### src/hdl/hsic_pkg.sv
// Shared constants and types for the centered-trace block.
package hsic_pkg;

  localparam int MaxSize    = 64;
  localparam int SizeW      = 7;
  localparam int IdxW       = 6;
  localparam int MaxEntries = MaxSize * MaxSize;
  localparam int AddrW      = 12;
  localparam int CntW       = 13;
  localparam int DataW      = 32;
  localparam int FifoDepth  = 4;
  localparam int FifoPtrW   = 2;

  // one word from the front to the back: a store write, tagged when it ends a load
  typedef struct packed {
    logic             last;
    logic [SizeW-1:0] size;
    logic [AddrW-1:0] addr;
    logic [DataW-1:0] k;
    logic [DataW-1:0] l;
  } load_word_t;

endpackage

### src/hdl/hsic_fifo.sv
// Short queue of load words between the front and the back.
module hsic_fifo (
  input  logic                clk_i,
  input  logic                rst_ni,
  input  logic                wr_i,
  input  hsic_pkg::load_word_t wdata_i,
  output logic                full_o,
  input  logic                rd_i,
  output hsic_pkg::load_word_t rdata_o,
  output logic                empty_o
);

  hsic_pkg::load_word_t mem_q [hsic_pkg::FifoDepth];
  logic [hsic_pkg::FifoPtrW:0] wptr_q, rptr_q;

  assign empty_o = (wptr_q == rptr_q);
  assign full_o  = (wptr_q[hsic_pkg::FifoPtrW] != rptr_q[hsic_pkg::FifoPtrW]) &&
                   (wptr_q[hsic_pkg::FifoPtrW-1:0] == rptr_q[hsic_pkg::FifoPtrW-1:0]);
  assign rdata_o = mem_q[rptr_q[hsic_pkg::FifoPtrW-1:0]];

  always_ff @(posedge clk_i) begin
    if (wr_i && !full_o) begin
      mem_q[wptr_q[hsic_pkg::FifoPtrW-1:0]] <= wdata_i;
    end
  end

  always_ff @(posedge clk_i or negedge rst_ni) begin
    if (!rst_ni) begin
      wptr_q <= '0;
      rptr_q <= '0;
    end else begin
      if (wr_i && !full_o) wptr_q <= wptr_q + 1'b1;
      if (rd_i && !empty_o) rptr_q <= rptr_q + 1'b1;
    end
  end

  a_not_full_and_empty: assert property (@(posedge clk_i) disable iff (!rst_ni)
    !(full_o && empty_o)) else $error("fifo both full and empty");

endmodule

### config.mk
export PLATFORM = sky130hd
export DESIGN_NAME = hsic_fifo
export DESIGN_NICKNAME = d
export VERILOG_FILES = /design/src/hdl/hsic_pkg.sv /design/src/hdl/hsic_fifo.sv
export SDC_FILE = /design/constraint.sdc
export NUM_CORES = 1
export LEC_CHECK = 0
export BUFFER_PORTS_ARGS = -buffer_cell sky130_fd_sc_hd__buf_2
export CAP_MARGIN = 5
export CORE_MARGIN = 1
export CORE_UTILIZATION = 45
export DETAILED_ROUTE_END_ITERATION = 10
export PLACE_DENSITY_LB_ADDON = 0.08
export SYNTH_ARGS = -nofsm -noshare
export SYNTH_HDL_FRONTEND = slang
export SYNTH_SLANG_ARGS = --single-unit
### constraint.sdc
create_clock -name clk_i -period 8.5 [get_ports clk_i]
set_input_delay 0.425 -clock clk_i [delete_from_list [all_inputs] [get_ports clk_i]]
set_output_delay 0.425 -clock clk_i [all_outputs]
set_load 0.02 [all_outputs]
==> run summary, run 1 <==
Net switching power = 0.00171 W
Clock Skew = 10.6 ps
Min-Delay Path Class = in2reg
Clk_lat worst skew = 500 ps
Hold_ws = 130 ps
Number of global-route vias before repair = 6058
Number of antenna violations at the first check in global routing = 2
Post-Syn Area = 0.0126 mm²
DR vias = 5701
CTS root buffer = clkbuf_16
Max Clk Rate = 270 MHz
Delay of the slowest critical-path stage = 1030 ps
Worst hold path cell count = 1
IO Port Bufs = 173
DRC = 0
Drt wl/cell = 21.2 µm
Crit path kind = reg2out
Post-synth ARST share = 1.75%
Crit-path slowest cell = dfrtp_4
Fill count = 2127
Hold EP = mem_q[1][5]
Total CTS buffers = 36
RSZ-0062 raised after global routing = false
Most common cell after layout, fill and taps aside = edfxtp_1
Syn nets = 581
Min Clock Period, post-route = 3700 ps
Row cnt = 60
Post-DP HPWL = 13000 µm
Nets = 780
Slew margin rel. = 36.2%
Placeable core area = 0.0272 mm²
Hold Crit Start = wdata_i[5]
Post-Place Cells = 1020
Dpl ws = 4960 ps
Power per Cell Area = 365 mW/mm²
Worst-path clk slew = 60 ps
Cells on worst reg2reg path = 4
Number of flops mapped to enable cells by yosys = 336
Starting Density = 46.3%
Synthesis-to-finish area growth = 19.0%
Syn Area/Cell = 25.8 µm²
Post-route insts no fill = 1085
Number of setup buffers added after CTS = 0
Period utilization = 43.5%
Final worst slack = 4800 ps
Req. time, crit path = 8080 ps
Power Internal = 0.00376 W
DIE WIDTH = 169 µm
Arrival time at the worst endpoint = 3280 ps
Final TNS setup = 0 ps
CP Max Fanout = 46
Final setup fails = 0
Avg Vias per Cell = 5.25
Resize count post-CTS = 0
Combinational Power Share = 29.3%
Seq/Total Area, Yosys = 81.3%
Max VDD drop = 0.000213 V
Slew @ Worst Pin = 957 ps
Worst Setup Start Kind = flop
Switch share = 31.2%
RePlAce Congestion = 0.732
Crit. End Element = primary output
Slew Viols, Final = 0
Die height = 169 µm
Htree depth = 2
Status = completed
Clock Path Buffers = 3
Ports = 174
CTS tree = done
Clock share of power = 26.6%
DR iter-0 viols = 291
Max cap viols = 0
Commonest non-fill, non-tap cells in the layout = edfxtp_1, buf_2, mux4_2
Largest net degree at the start of global routing = 57
Worst Path Buf+Inv = 2
Synthesis-stage register bit count = 342
First-pass iteration count of the detailed router = 4
Layout cells sized above 1 = 44.8%
Post-route ant nets = 0
Final WL = 23000 µm
Worst path top cell family by delay = buffers and inverters
LEAKAGE = 5.05 nW
GRT Total Usage = 16.5%
Layout Utilization = 55.1%
Hold buffers post-CTS = 1
Yosys warnings = 0
Ys flop type = edfxtp_1
Cells after Synth = 488
DIE AREA = 0.0287 mm²
Seq pwr share = 44.2%
R2r setup slk = 5120 ps
Crit path cell chain = buf_4, mux4_2, buf_2
CTS sink count = 342
Grt ovf = 0
Final hold violations = 0
Reg-to-Reg Start = rptr_q[0]
Reg-to-reg endpoint = mem_q[2][2]
Post-synthesis cell type count = 23
First-pass GRT wire length = 35000 µm
==> sequential cells by signal (all words and copies together), names as in the netlist <==
name	count
wptr_q	3
mem_q	336
rptr_q	3
==> synthesized netlist by cell type (all sizes together), types with 3 or more instances <==
library cell / number / area, µm²
clkbuf: 5 / 18.8
edfxtp: 336 / 10100
xor2: 4 / 50.1
xnor2: 5 / 43.8
and3: 3 / 18.8
mux4: 84 / 1890
a21oi: 4 / 20.0
dfrtp: 6 / 150
buf: 15 / 119
ha: 5 / 62.6
o31ai: 5 / 37.5
nand2: 3 / 11.3
inv: 4 / 15.0
==> per-layer routing <==
metal / vias up / global-route usage, % / routed length (µm)
met5: - / 0 / 10
met4: 2 / 5.52 / 531
met3: 40 / 3.96 / 1340
met2: 155 / 27.9 / 11800
met1: 3001 / 20.9 / 9360
li1: 2503 / - / -
==> cell families after synthesis <==
family | count (synthesis) | share of synthesized area [%]
muxes | 84 | 15.0
adders and majority gates | 5 | 0.497
DFF | 342 | 81.3
and+or+nand+nor | 11 | 0.457
AOI/OAI and AO/OA | 13 | 0.735
xor gates and xnor gates | 9 | 0.745
buffers and inverters | 24 | 1.21
==> power groups by stage <==
stage          logic [W]  clock network [W]  registers [W]
3_3_place_gp     0.00163                  0        0.00245
5_1_grt          0.00172            0.00155        0.00246
3_5_place_dp     0.00164                  0        0.00247
6_report         0.00160            0.00145        0.00242
4_1_cts          0.00164            0.00149        0.00243
2_1_floorplan    0.00123                  0        0.00236
==> how the worst max path moves through the flow <==
stage,startpoint,end,slack (ps),cells past startpoint
after floorplan,rptr_q[0],mem_q[3][0],4650,3
after global placement,rptr_q[0],mem_q[2][23],4950,4
after detailed placement,rptr_q[0],mem_q[2][21],4960,4
after CTS,rptr_q[0],rdata_o[57],4620,3
after global routing,rptr_q[0],rdata_o[57],4470,3
final,rptr_q[0],rdata_o[57],4800,3
==> through the flow <==
stage               cell area, µm²  power [W]
floorplan                    12600    0.00360
global placement             13900    0.00407
detailed placement           13900    0.00411
CTS                          15000    0.00557
global route                 15000    0.00573
finish                       15000    0.00547
==> cell type report <==
class | count | area (µm²) | share of cell area, %
tap | 372 | 465 | 3.11
sequential | 342 | 10200 | 68.4
clock inverter | 16 | 124 | 0.827
inverter | 4 | 15.0 | 0.100
multi-input combinational | 122 | 2220 | 14.8
timing repair buffer | 181 | 928 | 6.20
clock buffer | 47 | 973 | 6.50
antenna | 1 | 2.50 | 0.0167
Note: power is estimated with default switching activity, not from simulation.
==> run 2: changes to the inputs <==
- clock period: 8.5 -> 3.7 ns (I/O delays scaled with it)
==> run summary, run 2 (synthesis gave the netlist of run 1 again) <==
Final setup fails = 0 (unchanged)
Worst path top cell family by delay = buffers and inverters
Clock Path Buffers = 3 (unchanged)
Req. time, crit path = 3510 ps (-4570 ps)
Clock Skew = 11.6 ps (+1.01 ps)
Reg-to-Reg Start = rptr_q[1]
ANT cells = 0 (-1)
Min-Delay Path Class = in2async
Clk_lat worst skew = 500 ps (about the same)
Arrival time at the worst endpoint = 2720 ps (-560 ps)
Delay of the slowest critical-path stage = 780 ps (-250 ps)
Post-route insts no fill = 1175 (+8.3%)
Slew margin rel. = 42.1% (+5.9 points)
DIE WIDTH = 169 µm (unchanged)
Worst-path clk slew = 60 ps (about the same)
Number of setup buffers added after CTS = 0 (unchanged)
CTS sink count = 342 (unchanged)
Grt ovf = 0 (unchanged)
Commonest non-fill, non-tap cells in the layout = edfxtp_1, buf_2, dlygate4sd3_1
Fill count = 2049 (-3.7%)
Avg Vias per Cell = 5.16 (-1.8%)
DIE AREA = 0.0287 mm² (unchanged)
RePlAce Congestion = 0.749 (+2.3%)
DP Area = 0.0140 mm² (+0.61%)
RSZ-0062 raised after global routing = false
First-pass iteration count of the detailed router = 4 (unchanged)
First-pass GRT wire length = 37100 µm (+5.7%)
Cells on worst reg2reg path = 4 (unchanged)
Drt wl/cell = 20.3 µm (-4.2%)
Final WL = 23900 µm (+3.8%)
Htree depth = 2 (unchanged)
Max reg flops = 336 (unchanged)
GRT Total Usage = 17.3% (+0.86 points)
Resize count post-CTS = 0 (unchanged)
Total CTS buffers = 37 (+2.8%)
DRC = 0 (unchanged)
Post-route ant nets = 0 (unchanged)
Placeable core area = 0.0272 mm² (unchanged)
CTS root buffer = clkbuf_16
Nets = 869 (+11%)
Number of global-route vias before repair = 6676 (+10%)
Final TNS setup = 0 ps (unchanged)
Layout cells sized above 1 = 40.5% (-4.3 points)
Starting Density = 46.3% (unchanged)
Post-DP HPWL = 13800 µm (+6.3%)
Most common cell after layout, fill and taps aside = edfxtp_1
Crit-path slowest cell = dfrtp_4
LEAKAGE = 5.46 nW (+8.1%)
DR vias = 6065 (+6.4%)
Number of antenna violations at the first check in global routing = 0 (-2)
Largest net degree at the start of global routing = 88 (+54%)
DR iter-0 viols = 441 (+52%)
Worst Path Buf+Inv = 2 (unchanged)
Post-route design area = 0.0159 mm² (+6.4%)
Post-Place Cells = 1023 (+0.29%)
Synthesis-to-finish area growth = 26.6%
IO Port Bufs = 173 (unchanged)
Status = completed
Max Clk Rate = 344 MHz
CTS tree = done
Slew @ Worst Pin = 869 ps (-88.1 ps)
Stages on worst setup path = 3 (unchanged)
Max cap viols = 0 (unchanged)
Die height = 169 µm (unchanged)
Worst Setup Start Kind = flop
Period utilization = 78.6%
Max VDD drop = 0.000468 V (+120%)
Power per Cell Area = 801 mW/mm² (+120%)
Min Clock Period, post-route = 2910 ps
Final hold violations = 0 (unchanged)
Crit path kind = reg2out
Reg-to-reg endpoint = mem_q[0][42]
Crit path cell chain = buf_4, mux4_2, buf_2
Crit. End Element = primary output
Ports = 174 (unchanged)
Hold buffers post-CTS = 86 (+85)
CP Max Fanout = 56 (+22%)
Slew Viols, Final = 0 (unchanged)
R2r setup slk = 1230 ps (-3890 ps)
Row cnt = 60 (unchanged)
run 2: cell types whose count changed in the layout (fill, tap and decap cells not counted), sizes merged:
cell         before  now
buf             180  183
clkinv           13   15
inv               4    6
bufinv            2    1
clkinvlp          1    0
dlygate4sd3       1   86
diode             1    0
clkbuf           47   48
run 2: per-layer routing:
| metal | track usage, % | part of all wire, % |
|---|---|---|
| met4 | 5.76 | 2.4 |
| met3 | 4.15 | 6.5 |
| met1 | 21.8 | 40 |
| met2 | 29.7 | 51 |
| met5 | 0 | 0 |
run 2: stage by stage:
step / hold slack, ps / utilization (%) / setup WS [ps] / power, W
finish: 38.6 / 58.6 / 791 / 0.0128
global route: 59.5 / 58.6 / 660 / 0.0134
CTS: 16.0 / 58.6 / 707 / 0.0130
detailed placement: 22.5 / 51.3 / 1190 / 0.00953
global placement: 20.8 / 51.3 / 1230 / 0.00947
floorplan: -111 / - / 372 / 0.00826
run 2: power by group:
group	total, W	switching [W]	internal [W]	leakage [nW]
clock network	0.00337	0.00137	0.00199	0.557
logic	0.00400	0.00238	0.00162	1.76
registers	0.00541	0.000250	0.00516	3.15
run 2: cell type report:
class	count	area, µm²	share of cell area, %
clock buffer	48	1010	6.34
clock inverter	18	114	0.714
inverter	4	15.0	0.0942
multi-input combinational	122	2220	13.9
sequential	342	10200	64.3
tap	372	465	2.92
timing repair buffer	269	1860	11.7
run 2: worst max-delay path by stage:
stage | slack [ps] | start | to
floorplan | 370 | rptr_q[0] | mem_q[1][0]
global placement | 1230 | rptr_q[1] | mem_q[3][51]
detailed placement | 1190 | rptr_q[1] | mem_q[0][39]
CTS | 710 | rptr_q[1] | rdata_o[11]
global route | 660 | rptr_q[1] | rdata_o[72]
finish | 790 | rptr_q[1] | rdata_o[56]
run 2: worst reg2reg max path, stage by stage (launching register included):
cell and delay, ps:
dfrtp_4 780, xnor2_1 250, nand3_1 210, and3_4 490, buf_4 410
==> run 3: changes to the inputs <==
- clock period: 3.7 -> 2.6 ns (I/O delays scaled with it)
==> run summary, run 3 (synthesis gave the netlist of run 1 again) <==
DIE AREA = 0.0287 mm² (unchanged)
Worst-path clk slew = 60 ps (about the same)
Delay of the slowest critical-path stage = 610 ps (-170 ps)
Htree depth = 2 (unchanged)
Crit path cell chain = buf_4, mux4_2, buf_2
Grt met2 use = 28.5% (-1.2 points)
Row cnt = 60 (unchanged)
DR vias = 6028 (-0.61%)
Final hold violations = 0 (unchanged)
Final setup fails = 0 (unchanged)
Max VDD drop = 0.000733 V (+57%)
Final TNS setup = 0 ps (unchanged)
IO Port Bufs = 173 (unchanged)
CTS tree = done
Met1 usage in global routing = 22.2% (+0.41 points)
DIE WIDTH = 169 µm (unchanged)
DR iter-0 viols = 389 (-12%)
Combinational Power Share = 32.1% (+0.8 points)
Commonest non-fill, non-tap cells in the layout = edfxtp_1, buf_2, dlygate4sd3_1
Clock share of power = 25.6% (-0.8 points)
CP Max Fanout = 31 (-45%)
Post-route ant nets = 0 (unchanged)
Slew Viols, Final = 0 (unchanged)
GR Layer Usage met3 = 3.87% (-0.28 points)
Number of setup buffers added after CTS = 0 (unchanged)
RePlAce Congestion = 0.728 (-2.8%)
Post-DP HPWL = 13700 µm (-1.2%)
Number of global-route vias before repair = 6527 (-2.2%)
Crit path launch = rptr_q[0]
Die height = 169 µm (unchanged)
Net switching power = 0.00565 W (+41%)
Most common cell after layout, fill and taps aside = edfxtp_1
Drt wl/cell = 20.3 µm (about the same)
Grt peak-use layer = met2
Largest net degree at the start of global routing = 90 (+2.3%)
Starting Density = 46.3% (unchanged)
Dpl ws = 631 ps (-561 ps)
Slew margin rel. = 59.1% (+17 points)
Min-Delay Path Class = in2async
Final worst slack = 173 ps (-618 ps)
ANT cells = 0 (unchanged)
Crit. End Element = primary output
Power Internal = 0.0124 W (+42%)
Grt ovf = 0 (unchanged)
Avg Vias per Cell = 5.13 (-0.61%)
Status = completed
Switch share = 31.3% (-0.037 points)
Max cap viols = 0 (unchanged)
Reg-to-Reg Start = wptr_q[2]
First-pass iteration count of the detailed router = 5 (+1)
Resize count post-CTS = 0 (unchanged)
Nets = 874 (+0.58%)
Max reg flops = 336 (unchanged)
Synthesis-to-finish area growth = 26.5% (about the same)
Worst Path Buf+Inv = 2 (unchanged)
Power per Cell Area = 1130 mW/mm² (+42%)
Seq pwr share = 42.4% (about the same)
Crit path kind = reg2out
Total CTS buffers = 37 (unchanged)
DRC = 0 (unchanged)
Hold buffers post-CTS = 87 (+1.2%)
RSZ-0062 raised after global routing = false
Req. time, crit path = 2470 ps (-1040 ps)
Slew @ Worst Pin = 613 ps (-256 ps)
Max Clk Rate = 412 MHz
Period utilization = 93.4%
CTS root buffer = clkbuf_16
Worst path top cell family by delay = buffers and inverters
Min Clock Period, post-route = 2430 ps
Crit-path slowest cell = mux4_2
Placeable core area = 0.0272 mm² (unchanged)
LEAKAGE = 5.45 nW (-0.19%)
Clock Skew = 11.3 ps (-0.344 ps)
Final WL = 23900 µm (about the same)
First-pass GRT wire length = 36300 µm (-2.0%)
Worst Setup Start Kind = flop
Layout cells sized above 1 = 40.6% (+0.12 points)
Number of antenna violations at the first check in global routing = 0 (unchanged)
GRT Total Usage = 17.0% (-0.37 points)
Clk_lat worst skew = 500 ps (about the same)
Clock Path Buffers = 3 (unchanged)
Ports = 174 (unchanged)
Arrival time at the worst endpoint = 2300 ps (-420 ps)
CTS sink count = 342 (unchanged)
[run 3: stage by stage]
step           cells  total power, W  util [%]  instance area [µm²]  hold WS (ps)
2_1_floorplan    488          0.0118         -                12600          -166
3_3_place_gp    1027          0.0135      51.5                14000         -32.9
3_5_place_dp    1027          0.0136      51.5                14000         -24.2
4_1_cts         1175          0.0184      58.6                15900          6.62
5_1_grt         1175          0.0189      58.6                15900          19.7
6_report        1175          0.0181      58.6                15900          21.2
[run 3: worst paths after layout]
check	to	slack (ps)	cells past startpoint
min in group clk_i	mem_q[1][67]	380	2
max reg2reg	mem_q[1][81]	640	4
min	rptr_q[1]	20	2
min reg2reg	wptr_q[2]	610	1
max in group asynchronous	rptr_q[0]	2390	2
max	rdata_o[83]	170	3
[run 3: worst register-to-register path, delay by kind of cell, from the launching register on]
family                    cells  cell delay [ps]
xor gates and xnor gates      1              260
and+or+nand+nor               2              400
buffers and inverters         1              450
DFF                           1              460
[run 3: final cells by class]
class,instances,area [µm²]
Fill cell,2039,11200
Sequential cell,342,10200
Multi-Input combinational cell,122,2260
Timing Repair Buffer,274,1880
Clock buffer,48,977
Tap cell,372,465
Clock inverter,13,80.1
Inverter,4,15.0
[run 3: power by group through the flow]
stage	sequential, W	clock, W	combinational, W
6_report	0.00765	0.00462	0.00580
5_1_grt	0.00775	0.00495	0.00621
4_1_cts	0.00767	0.00475	0.00596
3_5_place_dp	0.00778	0	0.00583
3_3_place_gp	0.00772	0	0.00577
2_1_floorplan	0.00768	0	0.00411
[run 3: routing by layer]
metal	part of all wire, %	up-vias
met5	0	-
met4	1.8	0
met3	5.5	35
met2	50	155
met1	42	3154
li1	-	2684
