[src/hdl/hsic_pkg.sv]
// Shared constants and types for the centered-trace block.
package hsic_pkg;

  localparam int MaxSize    = 64;
  localparam int SizeW      = 7;
  localparam int IdxW       = 6;
  localparam int MaxEntries = MaxSize * MaxSize;
  localparam int AddrW      = 12;
  localparam int CntW       = 13;
  localparam int DataW      = 32;
  localparam int FifoDepth  = 4;
  localparam int FifoPtrW   = 2;

  // one word from the front to the back: a store write, tagged when it ends a load
  typedef struct packed {
    logic             last;
    logic [SizeW-1:0] size;
    logic [AddrW-1:0] addr;
    logic [DataW-1:0] k;
    logic [DataW-1:0] l;
  } load_word_t;

endpackage

[src/hdl/hsic_front.sv]
// Front end: size register, load counter and tagging of the word that ends a load.
module hsic_front (
  input  logic                           clk_i,
  input  logic                           rst_ni,
  input  logic                           cfg_we_i,
  input  logic [hsic_pkg::SizeW-1:0]     cfg_wdata_i,
  input  logic                           push_i,
  output logic                           full_o,
  input  logic signed [hsic_pkg::DataW-1:0] k_value_i,
  input  logic signed [hsic_pkg::DataW-1:0] l_value_i,
  output logic                           q_wr_o,
  output hsic_pkg::load_word_t           q_word_o,
  input  logic                           q_full_i
);

  logic [hsic_pkg::SizeW-1:0] size_q, n_eff;
  logic [hsic_pkg::CntW-1:0]  count_q, count_nx, nsq;
  logic                       accept, last;

  always_comb begin
    if (size_q < hsic_pkg::SizeW'(2)) n_eff = hsic_pkg::SizeW'(2);
    else if (size_q > hsic_pkg::SizeW'(hsic_pkg::MaxSize)) n_eff = hsic_pkg::SizeW'(hsic_pkg::MaxSize);
    else n_eff = size_q;
  end

  assign nsq      = {6'd0, n_eff} * {6'd0, n_eff};
  assign count_nx = count_q + 1'b1;
  assign last     = (count_nx >= nsq);
  assign accept   = push_i && !q_full_i;
  assign full_o   = q_full_i;

  assign q_wr_o         = accept;
  assign q_word_o.last  = last;
  assign q_word_o.size  = n_eff;
  assign q_word_o.addr  = count_q[hsic_pkg::AddrW-1:0];
  assign q_word_o.k     = k_value_i;
  assign q_word_o.l     = l_value_i;

  always_ff @(posedge clk_i or negedge rst_ni) begin
    if (!rst_ni) begin
      size_q  <= hsic_pkg::SizeW'(2);
      count_q <= '0;
    end else begin
      if (cfg_we_i) size_q <= cfg_wdata_i;
      if (accept) count_q <= last ? '0 : count_nx;
    end
  end

  a_count_range: assert property (@(posedge clk_i) disable iff (!rst_ni)
    count_q < hsic_pkg::CntW'(hsic_pkg::MaxEntries)) else $error("load count past store");
  a_last_wraps: assert property (@(posedge clk_i) disable iff (!rst_ni)
    (accept && last) |=> (count_q == '0)) else $error("load count did not restart");

endmodule

[config.mk]
export PLATFORM = sky130hd
export DESIGN_NAME = hsic_front
export DESIGN_NICKNAME = d
export VERILOG_FILES = /design/src/hdl/hsic_pkg.sv /design/src/hdl/hsic_front.sv
export SDC_FILE = /design/constraint.sdc
export NUM_CORES = 1
export LEC_CHECK = 0
export BUFFER_PORTS_ARGS = -buffer_cell sky130_fd_sc_hd__buf_2
export CORE_AREA = 10 10 95 97
export CTS_CLUSTER_SIZE = 20
export DETAILED_ROUTE_END_ITERATION = 7
export DIE_AREA = 0 0 105 107
export GPL_TIMING_DRIVEN = 0
export HOLD_SLACK_MARGIN = 0.02
export PLACE_DENSITY_LB_ADDON = 0.12
export SETUP_SLACK_MARGIN = 0.2
export SYNTH_ARGS = -nofsm -noshare
export SYNTH_HDL_FRONTEND = slang
export SYNTH_SLANG_ARGS = --single-unit
[constraint.sdc]
create_clock -name clk_i -period 8.7 [get_ports clk_i]
set_clock_uncertainty 0.05 [all_clocks]
set_input_delay 1.305 -clock clk_i [delete_from_list [all_inputs] [get_ports clk_i]]
set_output_delay 1.305 -clock clk_i [all_outputs]
set_load 0.02 [all_outputs]
==> results of run 1 <==
[critical path, delay by kind of cell (launching register included)]
family / cells / cell delay, ns
adders and majority gates: 6 / 2.71
and+or+nand+nor: 7 / 1.03
buffers and inverters: 8 / 0.97
AOI/OAI and AO/OA: 3 / 0.86
DFF: 1 / 0.41
[where the power goes]
group | internal, mW | switching [mW] | total (mW)
Clock | 0.0615 | 0.0372 | 0.0987
Combinational | 0.189 | 0.240 | 0.429
Sequential | 0.106 | 0.0228 | 0.129
[registers in the layout, summed over array words and instances (netlist names)]
register and count:
count_q 13, size_q 7
[how the worst max path moves through the flow]
stage | end | cells past startpoint | slack [ns] | from
final | q_word_o[83] | 24 | 1.09 | size_q[6]$_DFFE_PN0P_
after global routing | q_word_o[83] | 24 | 0.59 | size_q[6]$_DFFE_PN0P_
after CTS | q_word_o[83] | 24 | 1.03 | size_q[6]$_DFFE_PN0P_
after detailed placement | q_word_o[83] | 24 | 1.35 | size_q[6]$_DFFE_PN0P_
after global placement | q_word_o[83] | 24 | 1.39 | size_q[6]$_DFFE_PN0P_
after floorplan | q_word_o[83] | 23 | 1.86 | size_q[6]$_DFFE_PN0P_
[per-layer routing]
layer / wire length, µm / GRT usage [%] / vias to the layer above
met4: 85 / 3.529 / 0
li1: - / - / 1292
met5: 0 / 0 / -
met2: 3495 / 22.67 / 123
met1: 3390 / 15.98 / 1202
met3: 749 / 5.030 / 6
[cell usage in the layout, fill, tap and decap left out, types with 2 or more instances in the layout]
cell type / count
nand3_1: 8
a21oi_1: 9
ha_1: 34
buf_2: 97
o21ai_0: 3
clkbuf_1: 6
dfrtp_1: 19
or3_1: 2
o21ai_1: 9
and4_1: 2
nand2_1: 28
conb_1: 7
xor2_1: 8
inv_1: 29
nor3_1: 4
nand4_1: 5
a41o_1: 6
buf_4: 78
nor2b_1: 6
clkbuf_8: 3
nand2b_1: 4
nor2_1: 8
a211oi_1: 3
and2_1: 13
mux2_2: 7
fa_1: 15
xnor2_1: 16
and3_1: 2
[metrics by stage]
| stage | hold slack (ns) | instances |
|---|---|---|
| after global placement | 0.4656 | 551 |
| after CTS | 0.4983 | 555 |
| after detailed placement | 0.4766 | 551 |
| after floorplan | 0.4463 | 356 |
| after global routing | 0.5295 | 555 |
| final | 0.4889 | 555 |
[cell type report]
cell class / instances / area [µm²]
Tap cell: 99 / 123.9
Multi-Input combinational cell: 220 / 1882
Sequential cell: 20 / 501.7
Timing Repair Buffer: 96 / 480.5
Inverter: 30 / 112.6
Fill cell: 727 / 3341
Buffer: 86 / 624.3
Clock inverter: 1 / 30.03
Clock buffer: 3 / 41.29
[cell families after synthesis]
kind of cell             count (synthesis)  synth area share, %
AND/OR/NAND/NOR                         92                17.02
multiplexers                             8                2.864
XOR/XNOR                                24                6.777
adder cells (fa/ha/maj)                 49                23.40
buffers and inverters                  116                23.76
AO/OA/AOI/OAI                           40                9.762
flip-flops                              20                16.18
other                                    2               0.2421
==> run_results.csv, run 1 <==
group,metric,value,unit
run_status,status,"finished, final reports clean",
critical_path,reg2reg_depth,23,
power_and_ir_drop,vdd_ir_drop_max,78.20,µV
cells_and_area,drive_above_1_share,44.08,%
critical_path,cp-end-kind,"output port",
synthesis,synthMostInstantiatedCell,"buf_4",
cells_and_area,syn_to_final_growth,22.39,%
global_routing,grt_antenna_before_repair,0,
global_routing,grt_pass1_vias,2821,
placed_design,detailed_place_hpwl,6738,µm
floorplan,die_w,105,µm
route,drt-total-wl,7720,µm
cells_and_area,stdcell_area,3796,µm²
flow_run,maxCapViolCount,0,
clocking,post-cts-setup-buffers,0,
cells_and_area,antenna_cells,0,
synthesis,yosysSeqAreaShare,16.18,%
route,ant_nets,0,
critical_path,path_cells,"buf_6, nor2b_1, clkbuf_1, and2_1, inv_1, fa_1, fa_1, inv_1, fa_1, inv_1, fa_1, inv_1, ha_1, nand2_1, a211oi_1, nor2_1, a211oi_1, ha_1, and4_4, nor3b_2, a22oi_4, nand2_4, buf_4, buf_2",
synthesis,yosysUniqueCellTypes,51,
worst_hold_path,min_path_type,"flip-flop to flip-flop",
floorplan,core-area,7137,µm²
power_and_ir_drop,p_leak,2.117,nW
synthesis,netlist.area_leader.share,18.88,%
sta,timing.fmax,0.1314,GHz
critical_path,slowest_stage,"fa_1",
sta,finalSetupViolCount,0,
global_routing,overflow,0,
global_routing,grt_pass1_wl,13070,µm
floorplan,row_count,31,
clocking,cts_buffers,3,
floorplan,start_util,43.46,%
route,drt-pass1-iter-count,4,
critical_path,r2r_end,"count_q[6]$_DFFE_PN0P_",
critical_path,r2r_start,"size_q[6]$_DFFE_PN0P_",
clocking,clk_pin_slew,0.08,ns
global_routing,grt.total_usage,13.53,%
synthesis,synth_seq_cells,20,
critical_path,cp-start-kind,"flip-flop",
route,via_per_inst,4.726,
placed_design,place_area,3725,µm²
worst_hold_path,min_to,"size_q[5]$_DFFE_PN0P_",
placed_design,dp_slack,1.350,ns
synthesis,ys_warn_count,0,
critical_path,path_max_fanout,10,
critical_path,r2r_slack,2.67,ns
synthesis,postSynthCellCount,351,
cells_and_area,fin_nets,582,
critical_path,crit_path_max_incr_delay,0.55,ns
clocking,tritoncts,"yes",
global_routing,grt_max_degree,21,
synthesis,syn_area,3102,µm²
placed_design,port_buffers,96,
floorplan,die_area,11240,µm²
critical_path,arrival,6.26,ns
clocking,holdBufCountCts,0,
clocking,clkLatencyLatePin,0.27,ns
route,drt_iter0_markers,80,
floorplan,dieHeight,107,µm
clocking,clock_sinks,20,
sta,rsz0062_at_grt,"false",
critical_path,cp_data_required_time,7.34,ns
sta,slew_headroom,65.27,%
route,drc_errors,0,
clocking,cts_root_buffer,"clkbuf_8",
synthesis,synth_edf_count,0,
synthesis,yosys-top-cells-count,"buf_4 (78), ha_1 (34), inv_1 (29)",
clocking,htree_num_levels,1,
sta,setup_slack,1.088,ns
synthesis,synth_top_cell_by_area,"buf_4",
cells_and_area,final_core_util,53.19,%
sta,slew_viol_final,0,
sta,hold_viol_final,0,
sta,min_period,7.612,ns
power_and_ir_drop,finalPower,0.6569,mW
worst_hold_path,hold_start,"size_q[5]$_DFFE_PN0P_",
critical_path,worstSetupPathType,"flip-flop to output port",
synthesis,async_reset_ff_share,100.0,%
synthesis,syn_avg_cell_area,8.837,µm²
clocking,ctsResizeCount,0,
floorplan,io_pins,162,
sta,setup_tns,0,ns
sta,worstMarginPinSlew,0.5193,ns
clocking,cts_buffer_depth,2,
sta,fin_crit_sh,87.50,%
placed_design,gp_congestion,0.7878,
synthesis,synth_area_leaders,"buf_4 (19%), dfrtp_1 (15%), ha_1 (14%)",
route,wl_per_cell,13.91,µm
worst_hold_path,hold_path_depth,1,
synthesis,synthFlopType,"dfrtp_1",
route,vias,2623,
power_and_ir_drop,power.density,173.0,nW/µm²
No activity file was read; power rests on OpenSTA's default activity.
==> run 2, diff against run 1 <==
- CORE_AREA: 10 10 95 97 -> 2 2 87 89
- DIE_AREA: 0 0 105 107 -> 0 0 89 91
- RECOVER_POWER: unset -> 50
==> run_results.csv, run 2 (synthesized netlist as in run 1, its figures left out) <==
group,metric,value,unit
floorplan,die_w,89,µm
worst_hold_path,min_to,"size_q[5]$_DFFE_PN0P_",
critical_path,cp-start-kind,"flip-flop",
sta,hold_viol_final,0,
floorplan,core-area,7137,µm²
clocking,tritoncts,"yes",
sta,min_period,7.768,ns
route,drt-pass1-iter-count,4,
cells_and_area,drive_above_1_share,36.40,%
route,wl_per_cell,11.53,µm
clocking,clkLatencyLatePin,0.27,ns
placed_design,gp_congestion,0.8211,
clocking,clock_sinks,20,
route,drt-total-wl,6399,µm
sta,finalSetupViolCount,0,
cells_and_area,fillers,747,
worst_hold_path,hold_path_depth,1,
floorplan,io_pins,162,
critical_path,slowest_stage,"fa_1",
worst_hold_path,hold_start,"size_q[5]$_DFFE_PN0P_",
run_status,status,"finished, final reports clean",
cells_and_area,largest_reg_flops,13,
route,drc_errors,0,
power_and_ir_drop,vdd_ir_drop_max,80.40,µV
placed_design,detailed_place_hpwl,5281,µm
global_routing,grt_max_degree,21,
cells_and_area,stdcell_area,3746,µm²
global_routing,grt_pass1_wl,10270,µm
sta,fin_crit_sh,89.28,%
floorplan,dieHeight,91,µm
critical_path,path_cells,"clkbuf_1, nor2b_1, clkbuf_1, and2_1, inv_1, fa_1, fa_1, inv_1, fa_1, inv_1, fa_1, inv_1, ha_1, nand2_1, a211oi_1, nor2_1, a211oi_1, ha_1, and4_4, nor3b_2, a22oi_4, nand2_4, buf_4, buf_2",
sta,setup_tns,0,ns
cells_and_area,register_area,501.7,µm²
route,vias,2613,
critical_path,crit_path_max_incr_delay,0.54,ns
clocking,cts_buffer_depth,2,
critical_path,reg2reg_depth,23,
sta,rsz0062_at_grt,"false",
sta,slew_headroom,17.25,%
clocking,post-cts-setup-buffers,0,
floorplan,row_count,31,
critical_path,r2r_slack,2.51,ns
worst_hold_path,min_path_type,"flip-flop to flip-flop",
route,drt_iter0_markers,56,
critical_path,path_max_fanout,10,
clocking,holdBufCountCts,0,
floorplan,die_area,8099,µm²
sta,worstMarginPinSlew,1.241,ns
global_routing,grt_pass1_vias,2309,
cells_and_area,multi_input_area,1882,µm²
cells_and_area,fin_nets,582,
clocking,clk_pin_slew,0.09,ns
critical_path,crit_path_start,"size_q[6]$_DFFE_PN0P_",
clocking,htree_num_levels,1,
clocking,cts_buffers,3,
flow_run,maxCapViolCount,0,
critical_path,cp_num_buf_inv,8,
clocking,cts_root_buffer,"clkbuf_8",
cells_and_area,largestRegisters,"count_q: 13 flops, size_q: 7 flops",
cells_and_area,antenna_cells,0,
critical_path,cp_data_required_time,7.34,ns
global_routing,grt_antenna_before_repair,0,
sta,timing.fmax,0.1287,GHz
sta,slew_viol_final,0,
critical_path,critical_path.top_delay_family,"adder cells",
cells_and_area,final_cell_mix,"buf_4 (76), buf_2 (63), clkbuf_1 (41), ha_1 (34), inv_1 (29)",
global_routing,grt.total_usage,15.44,%
cells_and_area,syn_to_final_growth,20.77,%
critical_path,cp-end-kind,"output port",
clocking,ctsResizeCount,0,
global_routing,overflow,0,
critical_path,r2r_start,"size_q[6]$_DFFE_PN0P_",
route,via_per_inst,4.708,
critical_path,arrival,6.41,ns
placed_design,place_area,3725,µm²
floorplan,start_util,43.46,%
power_and_ir_drop,p_leak,2.006,nW
cells_and_area,layout_commonest_cell,"buf_4",
cells_and_area,regMostFlops,"count_q",
power_and_ir_drop,power.density,172.9,nW/µm²
critical_path,worstSetupPathType,"flip-flop to output port",
route,ant_nets,0,
placed_design,port_buffers,96,
critical_path,r2r_end,"count_q[2]$_DFFE_PN0P_",
[run 2: metrics by stage]
stage          setup slack [ns]  total power, mW  cells  hold WS (ns)  utilization, %
2_1_floorplan             1.858           0.4673    356        0.4463               -
5_1_grt                  0.5300           0.7271    555        0.5329           52.49
3_5_place_dp              1.375           0.5560    551        0.4712           52.19
3_3_place_gp              1.388           0.5502    551        0.4647           52.19
4_1_cts                   1.044           0.6638    555        0.4935           53.19
6_report                 0.9324           0.6479    555        0.4871           52.49
[run 2: worst reg2reg max path, stage by stage, from the launching register on]
cell      delay (ns)
dfrtp_1         0.40
clkbuf_1        0.25
nor2b_1         0.17
clkbuf_1        0.34
and2_1          0.22
inv_1           0.06
fa_1            0.48
fa_1            0.54
inv_1           0.06
fa_1            0.53
inv_1           0.05
fa_1            0.50
inv_1           0.04
ha_1            0.32
nand2_1         0.08
a211oi_1        0.28
nor2_1          0.13
a211oi_1        0.24
ha_1            0.32
and4_4          0.22
nor3b_2         0.17
a22oi_4         0.32
nand3_1         0.17
o22ai_1         0.18
[run 2: layer usage]
metal / wire (µm) / track usage (%) / vias to the layer above
met4: 49 / 2.985 / 0
met1: 2766 / 20.89 / 1197
li1: - / - / 1291
met3: 529 / 1.364 / 4
met2: 3054 / 26.68 / 121
met5: 0 / 0 / -
[run 2: where the power goes]
| group | total, mW | internal (mW) | switching, mW |
|---|---|---|---|
| clock | 0.0991 | 0.0615 | 0.0376 |
| combinational | 0.420 | 0.183 | 0.237 |
| sequential | 0.129 | 0.106 | 0.0223 |
[run 2: how the worst max path moves through the flow]
stage,endpoint,slack (ns),cells past startpoint
after global placement,q_word_o[83],1.39,24
final,q_word_o[83],0.93,24
after floorplan,q_word_o[83],1.86,23
after global routing,q_word_o[83],0.53,24
after CTS,q_word_o[83],1.04,24
after detailed placement,q_word_o[83],1.37,24
[run 2: final cells by class]
| type | instances | share of cell area (%) |
|---|---|---|
| flip-flops and latches | 20 | 13.39 |
| clock buffers | 3 | 1.102 |
| repair buffers | 96 | 11.69 |
| multi-input cells | 220 | 50.23 |
| clock inverters | 1 | 0.8016 |
| inverters | 30 | 3.006 |
| well taps | 99 | 3.307 |
| plain buffers | 86 | 16.47 |
==> run 3, diff against run 2 <==
- ABC_AREA: unset -> 1
- CORE_AREA: 2 2 87 89 -> 2 2 91 93
- DIE_AREA: 0 0 89 91 -> 0 0 93 95
==> run_results.csv, run 3 <==
group,metric,value,unit
run_status,status,"finished, final reports clean",
synthesis,netlist.area_leader.share,17.01,%
synthesis,synthMostInstantiatedCell,"nand2_1",
floorplan,die_area,8835,µm²
floorplan,start_util,43.43,%
synthesis,synthFlopType,"dfrtp_1",
route,drc_errors,0,
synthesis,async_reset_ff_share,100.0,%
cells_and_area,final_cell_mix,"nand2_1 (99), inv_1 (81), buf_4 (77), buf_2 (64), nor2_1 (48)",
synthesis,ys_warn_count,0,
critical_path,crit_path_max_incr_delay,0.54,ns
clocking,ctsResizeCount,0,
global_routing,grt_antenna_before_repair,0,
clocking,holdBufCountCts,0,
critical_path,cp-start-kind,"flip-flop",
sta,finalSetupViolCount,0,
worst_hold_path,min_path_type,"flip-flop to flip-flop",
sta,setup_tns,0,ns
clocking,clock_sinks,20,
cells_and_area,fin_nets,720,
cells_and_area,syn_to_final_growth,18.97,%
clocking,cts_buffer_depth,2,
route,drt-total-wl,7323,µm
placed_design,port_buffers,97,
route,vias,3089,
clocking,clk_pin_slew,0.08,ns
power_and_ir_drop,power_frac_comb,71.6,%
power_and_ir_drop,power_frac_seq,17.9,%
sta,timing.fmax,0.1288,GHz
floorplan,core-area,7928,µm²
route,via_per_inst,4.419,
critical_path,slowest_stage,"fa_1",
power_and_ir_drop,finalPower,0.9175,mW
power_and_ir_drop,vdd_ir_drop_max,75.66,µV
sta,slew_viol_final,0,
synthesis,syn_avg_cell_area,7.056,µm²
synthesis,yosysUniqueCellTypes,35,
power_and_ir_drop,clkPwrFrac,10.5,%
sta,fin_crit_sh,89.26,%
clocking,cts_root_buffer,"clkbuf_8",
placed_design,detailed_place_hpwl,6327,µm
sta,slew_headroom,22.47,%
global_routing,overflow,0,
synthesis,yosys-top-cells-count,"nand2_1 (99), inv_1 (81), buf_4 (78)",
sta,min_period,7.766,ns
critical_path,cp_data_required_time,7.34,ns
floorplan,io_pins,162,
cells_and_area,layout_commonest_cell,"nand2_1",
floorplan,die_w,93,µm
flow_run,maxCapViolCount,0,
synthesis,synth_edf_count,0,
route,wl_per_cell,10.48,µm
power_and_ir_drop,swShare,50.46,%
clocking,post-cts-setup-buffers,0,
cells_and_area,drive_above_1_share,29.63,%
cells_and_area,regMostFlops,"count_q",
cells_and_area,largest_reg_flops,13,
route,ant_nets,0,
floorplan,row_count,33,
placed_design,gp_congestion,0.8197,
cells_and_area,antenna_cells,0,
floorplan,dieHeight,95,µm
synthesis,postSynthCellCount,488,
clocking,clkLatencyLatePin,0.27,ns
power_and_ir_drop,internal-power,0.4545,mW
synthesis,synth_area_leaders,"buf_4 (17%), dfrtp_1 (14%), ha_1 (12%)",
critical_path,arrival,6.41,ns
sta,worstMarginPinSlew,1.163,ns
critical_path,worst_path_most_repeated_cell,"inv_1",
cells_and_area,largestRegisters,"count_q: 13 flops, size_q: 7 flops",
global_routing,grt_pass1_vias,2818,
synthesis,synth_top_cell_by_area,"buf_4",
global_routing,grt_max_degree,21,
sta,hold_viol_final,0,
global_routing,grt.total_usage,16.57,%
synthesis,synth_seq_cells,20,
route,drt-pass1-iter-count,4,
synthesis,syn_area,3443,µm²
clocking,cts_buffers,3,
critical_path,worstSetupPathType,"flip-flop to output port",
route,drt_iter0_markers,44,
critical_path,cp-end-kind,"output port",
power_and_ir_drop,p_leak,2.344,nW
sta,rsz0062_at_grt,"false",
clocking,tritoncts,"yes",
synthesis,yosysSeqAreaShare,14.57,%
power_and_ir_drop,p_sw,0.4630,mW
global_routing,grt_pass1_wl,11970,µm
power_and_ir_drop,power.density,224.0,nW/µm²
clocking,htree_num_levels,1,
critical_path,path_max_fanout,10,
[run 3: cell count changes after synthesis, moves of 12 or more]
cell and change:
inv_1 +52, xnor2_1 -12, nor2_1 +39, nand2_1 +71
nand3_1 +12, and2_1 -13
[run 3: critical path: cells and delay by family (launching register included)]
family | cells | cell delay (ns)
simple gates | 12 | 1.61
flops | 1 | 0.36
buf+inv | 10 | 1.17
compound gates | 1 | 0.26
fa+ha+maj | 6 | 2.73
[run 3: cell families (layout without fill, tap and decap cells)]
family | after synthesis | after routing | share of synthesized area, %
XOR/XNOR | 13 | 13 | 3.307
adder cells (fa/ha/maj) | 49 | 49 | 21.08
AND/OR/NAND/NOR | 192 | 192 | 24.67
flip-flops | 20 | 20 | 14.57
AO/OA/AOI/OAI | 42 | 42 | 8.503
buffers and inverters | 170 | 271 | 27.65
other | 2 | 7 | 0.2181
[run 3: power by group through the flow]
stage                     sequential, mW  combinational, mW  clock [mW]
after floorplan                    0.153              0.535           0
after global placement             0.164              0.660           0
after detailed placement           0.165              0.671           0
after CTS                          0.163              0.675       0.100
after global routing               0.169              0.749       0.102
final                              0.164              0.657      0.0965
[run 3: final timing paths]
| kind | start | endpoint | slack (ns) | cells after the start |
|---|---|---|---|---|
| min | size_q[1]$_DFFE_PN1P_ | size_q[1]$_DFFE_PN1P_ | 0.51 | 2 |
| min in group asynchronous | rst_ni | count_q[3]$_DFFE_PN0P_ | 1.19 | 1 |
| max | size_q[6]$_DFFE_PN0P_ | q_word_o[83] | 0.93 | 29 |
| max reg2reg | size_q[6]$_DFFE_PN0P_ | count_q[4]$_DFFE_PN0P_ | 2.59 | 28 |
| min reg2reg | size_q[1]$_DFFE_PN1P_ | size_q[1]$_DFFE_PN1P_ | 0.51 | 2 |
| max in group asynchronous | rst_ni | size_q[3]$_DFFE_PN0P_ | 6.71 | 1 |
[run 3: stage by stage]
stage / hold slack [ns] / instances / setup WS [ns] / util, % / instance area [µm²]
2_1_floorplan: 0.4466 / 493 / 1.998 / - / 3462
3_3_place_gp: 0.4846 / 695 / 1.515 / 51.45 / 4079
3_5_place_dp: 0.4941 / 695 / 1.492 / 51.45 / 4079
4_1_cts: 0.5082 / 699 / 1.166 / 52.35 / 4150
5_1_grt: 0.5519 / 699 / 0.4131 / 51.67 / 4096
6_report: 0.5102 / 699 / 0.9340 / 51.67 / 4096
[run 3: per-layer routing]
layer	share of wire (%)	vias up	wire length, µm	track usage, %
met1	41	1394	3025	19.53
met5	0	-	0	0
met3	4.0	2	295	2.554
met4	0.41	0	30	2.451
met2	54	60	3972	32.19
li1	-	1633	-	-
[run 3: area by class of cell]
class / count / area [µm²]
plain buffers: 84 / 621.8
flip-flops and latches: 20 / 501.7
clock inverters: 1 / 30.03
fillers: 837 / 3831
inverters: 86 / 322.8
repair buffers: 97 / 441.7
multi-input cells: 303 / 2006
clock buffers: 3 / 41.29
well taps: 105 / 131.4
